File: src/design/ess_pkg.sv
// ----------------------------------------------------------------------------
// ess_pkg - envelope segment sequencer shared definitions
// Segment codes, configuration register indexes and stream field widths.
// ----------------------------------------------------------------------------
package ess_pkg;

  // Segment codes (state of the envelope sequencer)
  localparam int unsigned SEG_W = 3;
  localparam logic [SEG_W-1:0] SEG_IDLE     = 3'd0;
  localparam logic [SEG_W-1:0] SEG_ATTACK   = 3'd1;
  localparam logic [SEG_W-1:0] SEG_DECAY1   = 3'd2;
  localparam logic [SEG_W-1:0] SEG_DECAY2   = 3'd3;
  localparam logic [SEG_W-1:0] SEG_SUSTAIN  = 3'd4;
  localparam logic [SEG_W-1:0] SEG_RELEASE  = 3'd5;
  localparam logic [SEG_W-1:0] SEG_FINISHED = 3'd6;

  // Segment length registers are 24 bits
  localparam int unsigned LEN_W = 24;

  // Configuration register map
  localparam int unsigned CFG_IDX_W = 3;
  localparam int unsigned CFG_DATA_W = LEN_W;
  localparam logic [CFG_IDX_W-1:0] REG_ATTACK  = 3'd0;
  localparam logic [CFG_IDX_W-1:0] REG_DECAY1  = 3'd1;
  localparam logic [CFG_IDX_W-1:0] REG_DECAY2  = 3'd2;
  localparam logic [CFG_IDX_W-1:0] REG_RELEASE = 3'd3;
  localparam logic [CFG_IDX_W-1:0] REG_MODE    = 3'd4;

  // Stream widths
  localparam int unsigned ELAPSED_W = 32;
  localparam int unsigned IN_TDATA_W = 8;
  localparam int unsigned OUT_TDATA_W = 64;
  localparam int unsigned OUT_USED_W = SEG_W + ELAPSED_W + LEN_W;

endpackage

File: src/design/envelope_segment_sequencer.sv
// Output: results appear on the master side in the cycle after a tick request is taken.
// Throughput: one tick per cycle; ready drops only while the output register holds a
//   result that downstream has not taken.
// Reset (rst_ni low, asynchronous): segment idle, tick counter, elapsed and length cleared,
//   all timing registers and the two-segment mode flag cleared, output empty.
// ----------------------------------------------------------------------------
// envelope_segment_sequencer - ADSR style segment timing control
// Walks attack / decay1 / decay2 / sustain / release / finished on a saturating
// tick counter, checking the key only on the first tick of each buffer.
// ----------------------------------------------------------------------------
module envelope_segment_sequencer #(
  parameter int unsigned COUNT_WIDTH = 32
) (
  input  logic                               clk_i,
  input  logic                               rst_ni,
  // Configuration write port
  input  logic                               cfg_we_i,
  input  logic [ess_pkg::CFG_IDX_W-1:0]      cfg_idx_i,
  input  logic [ess_pkg::CFG_DATA_W-1:0]     cfg_wdata_i,
  // Tick requests
  input  logic                               s_axis_tvalid,
  output logic                               s_axis_tready,
  // [0] key_on, [1] frame_start, [7:2] zero
  input  logic [ess_pkg::IN_TDATA_W-1:0]     s_axis_tdata,
  // Segment results
  output logic                               m_axis_tvalid,
  input  logic                               m_axis_tready,
  // [2:0] segment, [34:3] elapsed_ticks, [58:35] segment_length, [63:59] zero
  output logic [ess_pkg::OUT_TDATA_W-1:0]    m_axis_tdata
);
  import ess_pkg::*;

  // Width used for comparing counter values against 24-bit lengths
  localparam int unsigned CMP_W = (COUNT_WIDTH > LEN_W) ? COUNT_WIDTH : LEN_W;

  // Configuration registers
  logic [LEN_W-1:0] attack_q, decay1_q, decay2_q, release_q;
  logic             mode_q;

  // Sequencer state. Instead of start/target we keep the distance from the
  // segment start (elapsed) and the segment length; target - start fits 24 bits.
  logic [SEG_W-1:0]       seg_q, seg_d;
  logic [COUNT_WIDTH-1:0] cnt_q, cnt_d;
  logic [COUNT_WIDTH-1:0] el_q, el_d;
  logic [LEN_W-1:0]       sl_q, sl_d;

  // Output register
  logic                   m_valid_q;
  logic [OUT_TDATA_W-1:0] m_data_q, m_data_d;

  logic in_acc;

  // Intermediate values
  logic                   key_on, frame_start;
  logic                   key_start, key_stop, key_hit;
  logic [COUNT_WIDTH-1:0] cnt1;
  logic                   cnt1_max;
  logic [LEN_W-1:0]       len_k, len_e;
  logic [SEG_W-1:0]       seg1, seg_n, seg_f;
  logic [LEN_W-1:0]       sl1, sl_f, len_out;
  logic [COUNT_WIDTH-1:0] el1, el_f;
  logic                   reach, adv;

  // Segment length clipped so that start + length stays within the counter range
  function automatic logic [LEN_W-1:0] fit_len(input logic [LEN_W-1:0] len,
                                               input logic [COUNT_WIDTH-1:0] cnt);
    logic [CMP_W-1:0] room;
    room = CMP_W'(~cnt);
    if (CMP_W'(len) <= room) begin
      return len;
    end
    return room[LEN_W-1:0];
  endfunction

  // Output register frees up whenever downstream takes its result
  assign s_axis_tready = !m_valid_q || m_axis_tready;
  assign in_acc        = s_axis_tvalid && s_axis_tready;
  assign m_axis_tvalid = m_valid_q;
  assign m_axis_tdata  = m_data_q;

  // --------------------------------------------------------------------------
  // One tick: key check, end-of-segment check, result, counter increment
  // --------------------------------------------------------------------------
  always_comb begin
    key_on      = s_axis_tdata[0];
    frame_start = s_axis_tdata[1];

    // Key events only on the first tick of a buffer
    key_start = frame_start && key_on && (seg_q == SEG_IDLE);
    key_stop  = frame_start && !key_on &&
                (seg_q == SEG_ATTACK || seg_q == SEG_DECAY1 ||
                 seg_q == SEG_DECAY2 || seg_q == SEG_SUSTAIN);
    key_hit   = key_start || key_stop;

    // Key-on restarts the counter from zero
    cnt1     = key_start ? '0 : cnt_q;
    cnt1_max = &cnt1;
    len_k    = key_start ? attack_q : release_q;

    seg1 = key_start ? SEG_ATTACK : (key_stop ? SEG_RELEASE : seg_q);
    sl1  = key_hit ? fit_len(len_k, cnt1) : sl_q;
    el1  = key_hit ? '0 : el_q;

    // Freshly entered segment ends at once on zero length or a pinned counter
    reach = key_hit ? ((len_k == '0) || cnt1_max)
                    : (CMP_W'(el_q) >= CMP_W'(sl_q));

    // Successor segment; decays hold in two-segment mode until key-off
    adv   = 1'b0;
    seg_n = seg1;
    len_e = '0;
    unique case (seg1)
      SEG_ATTACK: begin
        adv   = 1'b1;
        seg_n = mode_q ? SEG_SUSTAIN : SEG_DECAY1;
        len_e = mode_q ? '0 : decay1_q;
      end
      SEG_DECAY1: begin
        adv   = !mode_q;
        seg_n = SEG_DECAY2;
        len_e = decay2_q;
      end
      SEG_DECAY2: begin
        adv   = !mode_q;
        seg_n = SEG_SUSTAIN;
      end
      SEG_RELEASE: begin
        adv   = 1'b1;
        seg_n = SEG_FINISHED;
      end
      default: begin
        adv = 1'b0;
      end
    endcase
    adv = adv && reach;

    seg_f = adv ? seg_n : seg1;
    sl_f  = adv ? fit_len(len_e, cnt1) : sl1;
    el_f  = adv ? '0 : el1;

    // Steady segments report zero length
    len_out = (seg_f == SEG_IDLE || seg_f == SEG_SUSTAIN || seg_f == SEG_FINISHED)
              ? '0 : sl_f;

    // Saturating count; elapsed stops with it
    cnt_d = cnt1_max ? cnt1 : cnt1 + 1'b1;
    el_d  = cnt1_max ? el_f : el_f + 1'b1;
    seg_d = seg_f;
    sl_d  = sl_f;

    m_data_d = OUT_TDATA_W'({len_out, ELAPSED_W'(el_f), seg_f});
  end

  // Configuration writes; unknown indexes are dropped
  always_ff @(posedge clk_i or negedge rst_ni) begin
    if (!rst_ni) begin
      attack_q  <= '0;
      decay1_q  <= '0;
      decay2_q  <= '0;
      release_q <= '0;
      mode_q    <= 1'b0;
    end else if (cfg_we_i) begin
      unique case (cfg_idx_i)
        REG_ATTACK:  attack_q  <= cfg_wdata_i;
        REG_DECAY1:  decay1_q  <= cfg_wdata_i;
        REG_DECAY2:  decay2_q  <= cfg_wdata_i;
        REG_RELEASE: release_q <= cfg_wdata_i;
        REG_MODE:    mode_q    <= cfg_wdata_i[0];
        default: begin
        end
      endcase
    end
  end

  // Sequencer state and output valid
  always_ff @(posedge clk_i or negedge rst_ni) begin
    if (!rst_ni) begin
      seg_q     <= SEG_IDLE;
      cnt_q     <= '0;
      el_q      <= '0;
      sl_q      <= '0;
      m_valid_q <= 1'b0;
    end else begin
      if (in_acc) begin
        seg_q <= seg_d;
        cnt_q <= cnt_d;
        el_q  <= el_d;
        sl_q  <= sl_d;
      end
      if (in_acc) begin
        m_valid_q <= 1'b1;
      end else if (m_axis_tready) begin
        m_valid_q <= 1'b0;
      end
    end
  end

  // Result payload, no reset needed
  always_ff @(posedge clk_i) begin
    if (in_acc) begin
      m_data_q <= m_data_d;
    end
  end

`ifndef SYNTHESIS
  // Finished is terminal
  a_finished_holds: assert property (@(posedge clk_i) disable iff (!rst_ni)
    seg_q == SEG_FINISHED |=> seg_q == SEG_FINISHED)
    else $error("finished segment left");

  // Once keyed, the sequencer never returns to idle
  a_no_idle_return: assert property (@(posedge clk_i) disable iff (!rst_ni)
    seg_q != SEG_IDLE |=> seg_q != SEG_IDLE)
    else $error("returned to idle");

  // Steady segments carry no length
  a_steady_len_zero: assert property (@(posedge clk_i) disable iff (!rst_ni)
    (seg_q == SEG_IDLE || seg_q == SEG_SUSTAIN || seg_q == SEG_FINISHED) |-> sl_q == '0)
    else $error("steady segment with nonzero length");

  // Segment start never lies after the current count
  a_elapsed_bounded: assert property (@(posedge clk_i) disable iff (!rst_ni)
    el_q <= cnt_q)
    else $error("elapsed exceeds tick count");

  // A taken request always yields a result in the next cycle
  a_result_follows: assert property (@(posedge clk_i) disable iff (!rst_ni)
    in_acc |=> m_valid_q)
    else $error("request taken without result");
`endif

endmodule

File: config.mk
export PLATFORM = sky130hd
export DESIGN_NAME = envelope_segment_sequencer
export DESIGN_NICKNAME = d
export VERILOG_FILES = /design/src/design/ess_pkg.sv /design/src/design/envelope_segment_sequencer.sv
export SDC_FILE = /design/constraint.sdc
export NUM_CORES = 1
export LEC_CHECK = 0
export BUFFER_PORTS_ARGS = -buffer_cell sky130_fd_sc_hd__buf_4
export CORE_ASPECT_RATIO = 1.25
export CORE_UTILIZATION = 57
export CTS_BUF_LIST = sky130_fd_sc_hd__clkbuf_4 sky130_fd_sc_hd__clkbuf_8
export DETAILED_ROUTE_END_ITERATION = 16
export PLACE_DENSITY = 0.79
export SYNTH_ARGS = -nofsm -noshare
export SYNTH_HDL_FRONTEND = slang
export SYNTH_SLANG_ARGS = --single-unit
File: constraint.sdc
create_clock -name clk_i -period 4.27 [get_ports clk_i]
set_input_delay 0.854 -clock clk_i [delete_from_list [all_inputs] [get_ports clk_i]]
set_output_delay 0.854 -clock clk_i [all_outputs]
set_load 0.02 [all_outputs]
==> flow_summary.json <==
{
  "end_kind": "flip-flop",
  "setup_ws_ps": 126,
  "grt_pass1_wl_um": 62200,
  "fp.dieW_um": 142,
  "ir_drop_uv": 339,
  "timing.fmax_mhz": 241,
  "synth_edf_count": 59,
  "p_total_w": 0.00970,
  "drive_above_1_share": 0.285,
  "setup-violations-final": 0,
  "ys_top_cells_by_area": "dfrtp_1, edfxtp_1, mux2_2",
  "dr_total_vias": 12000,
  "layout_commonest_cell": "buf_4",
  "final-max-slew-violation-count": 0,
  "n_antenna_cell": 0,
  "dp_hpwl_um": 28700,
  "post-route-period-util": 0.971,
  "dieArea_mm2": 0.0251,
  "worstMarginPinSlew_ps": 979,
  "criticalPathCategory": "reg -> reg",
  "drt-total-wl_um": 39100,
  "outcome": "complete, no violations",
  "antenna_found_initial": 0,
  "yosys.area.top_type": "dfrtp_1",
  "cts_root_buf": "clkbuf_8",
  "dpl_worst_slack_ps": -375,
  "htreeDepth": 2,
  "multiInputGateArea_mm2": 0.00697,
  "area_growth_pct": 22.2,
  "maxCapViolations": 0,
  "post_drt_wl_per_cell_um": 20.3,
  "register_area_mm2": 0.00650,
  "clkTransAtPathRegs_ps": 60,
  "cts_tree": "built",
  "yosysSeqAreaShare": 0.467,
  "finClkSkew_ps": 30.9,
  "fin_area_mm2": 0.0170,
  "final_cell_mix": "buf_4, dfrtp_1, nand2_1",
  "async_flop_share": 0.762,
  "grt_pass1_vias": 11800,
  "core_area_mm2": 0.0239,
  "cp.arrival_ps": 4440,
  "io_pins": 106,
  "place_congestion": 0.949,
  "io_buffers": 94,
  "slew_headroom": 0.347,
  "crit_fanout": 17,
  "ant_nets": 0,
  "avgViaCountPerCell": 6.20,
  "start_util": 0.583,
  "drc_errors": 0,
  "avgSynthCellArea_um2": 10.2,
  "ys.flop_type": "dfrtp_1",
  "drt_iter0_drc": 925,
  "dpl-instance-area_mm2": 0.0161,
  "ys_ff_latch": 248,
  "cp.required_ps": 4570,
  "leakage_nw": 7.63,
  "powerDensity_mw_per_mm2": 570,
  "fin_crit_ps": 4140,
  "drtPass1Iterations": 5,
  "grt_max_degree": 118,
  "post-cts-setup-buffers": 0,
  "cts_made_buffers": 41,
  "ys_types": 80,
  "grt_usage": 0.320,
  "syn_inst": 1359,
  "yosysTopAreaCellShare": 0.340,
  "rows": 63,
  "rsz0062_at_grt": "no",
  "final_hold_viol_count": 0,
  "overflow": 0,
  "clock_path_buffers": 3,
  "die-height_um": 177,
  "fill_cells": 1741,
  "yosysWarnings": 0,
  "fin_util": 0.712,
  "syn_area_mm2": 0.0139,
  "hp-class": "in -> async",
  "layout.nets": 1690,
  "fin_tns_setup_ps": 0,
  "insertion_delay_ps": 560,
  "clkSinkCount": 248,
  "cp-start-kind": "flip-flop"
}
-- Yosys cell counts (4+ instances only) --
library cell,number
a22oi_1,4
o21a_1,4
mux2i_1,25
a21o_1,4
edfxtp_1,59
inv_1,63
or4_1,4
nand2_1,109
nor4_1,16
o21ai_0,92
a211oi_1,7
and3_1,16
o31ai_1,10
a21oi_1,64
nor3_1,34
nor2_1,72
buf_2,15
buf_4,6
nor2b_1,6
o2111ai_1,4
nand2b_1,9
nand3_1,29
a22o_1,31
xor2_1,11
and2_1,47
or3_1,4
xnor2_1,5
o221ai_1,16
a31oi_1,30
dfrtp_1,189
nand4_1,41
mux2_2,100
and4_1,11
a21boi_0,8
o22ai_1,19
ha_1,74
o211ai_1,8
clkbuf_1,51
-- worst max-delay path, stage by stage (launching register included) --
cell and delay [ps]:
dfrtp_1 390, or2_4 290, o311a_1 390, a21oi_2 140, nor2_1 90, buf_12 160
a22o_1 260, ha_1 320, nand4_1 80, or3_1 440, a221oi_1 260, o21ai_0 130
buf_4 190, or2_1 250, buf_12 160, a21oi_1 230, nor3_2 90
-- logic make-up after synthesis --
family,share of synthesized area
multiplexers,0.0997
XOR/XNOR,0.0101
AND/OR/NAND/NOR,0.160
adder cells (fa/ha/maj),0.0665
buffers and inverters,0.0408
other,0.000269
AO/OA/AOI/OAI,0.156
flip-flops,0.467
-- final timing paths --
check	slack (ps)	from	cells after the start	to
max reg2reg	130	seg_q[1]	16	m_axis_tdata[50]
min	450	rst_ni	1	decay1_q[3]
max in group asynchronous	2880	rst_ni	2	el_q[18]
min reg2reg	480	cnt_q[30]	1	cnt_q[30]
max	130	seg_q[1]	16	m_axis_tdata[50]
min in group clk_i	480	cnt_q[30]	1	cnt_q[30]
-- flip-flops by register name, indices dropped and copies added, names as in the netlist, 24 cells and up --
register and flops:
attack_q 24, cnt_q 32, decay1_q 24, decay2_q 24, el_q 32, m_axis_tdata 59, release_q 24, sl_q 24
-- area by class of cell --
class / instances / share of cell area
clock buffer: 61 / 0.0457
sequential: 248 / 0.382
clock inverter: 14 / 0.00743
inverter: 64 / 0.0143
tap: 325 / 0.0239
timing repair buffer: 246 / 0.116
multi-input combinational: 975 / 0.410
-- layer usage --
layer  global-route usage  vias to the layer above  routed length, um
li1                     -                     5471                  -
met1                0.394                     5746              14900
met2                0.549                      611              19100
met3               0.0479                      159               3030
met4                0.155                        0               2080
met5                    0                        -                  0
-- repair_timing --
item,CTS,global route
hold endpoints to repair,0,0
setup endpoints to repair,0,46
hold buffers,0,0
gates resized for setup,0,14
-- per-stage QoR --
stage | hold WS, ps | cells
floorplan | 443 | 1363
global placement | 456 | 1858
detailed placement | 469 | 1858
CTS | 477 | 1933
global route | 502 | 1933
finish | 452 | 1933
-- report_power, final --
part           switching, W  internal [W]  total, W  leakage (nW)
Sequential         0.000410       0.00307   0.00348          2.95
Combinational       0.00222       0.00173   0.00395          4.20
Clock              0.000982       0.00129   0.00227         0.476
(Power assumes the default switching activity.)
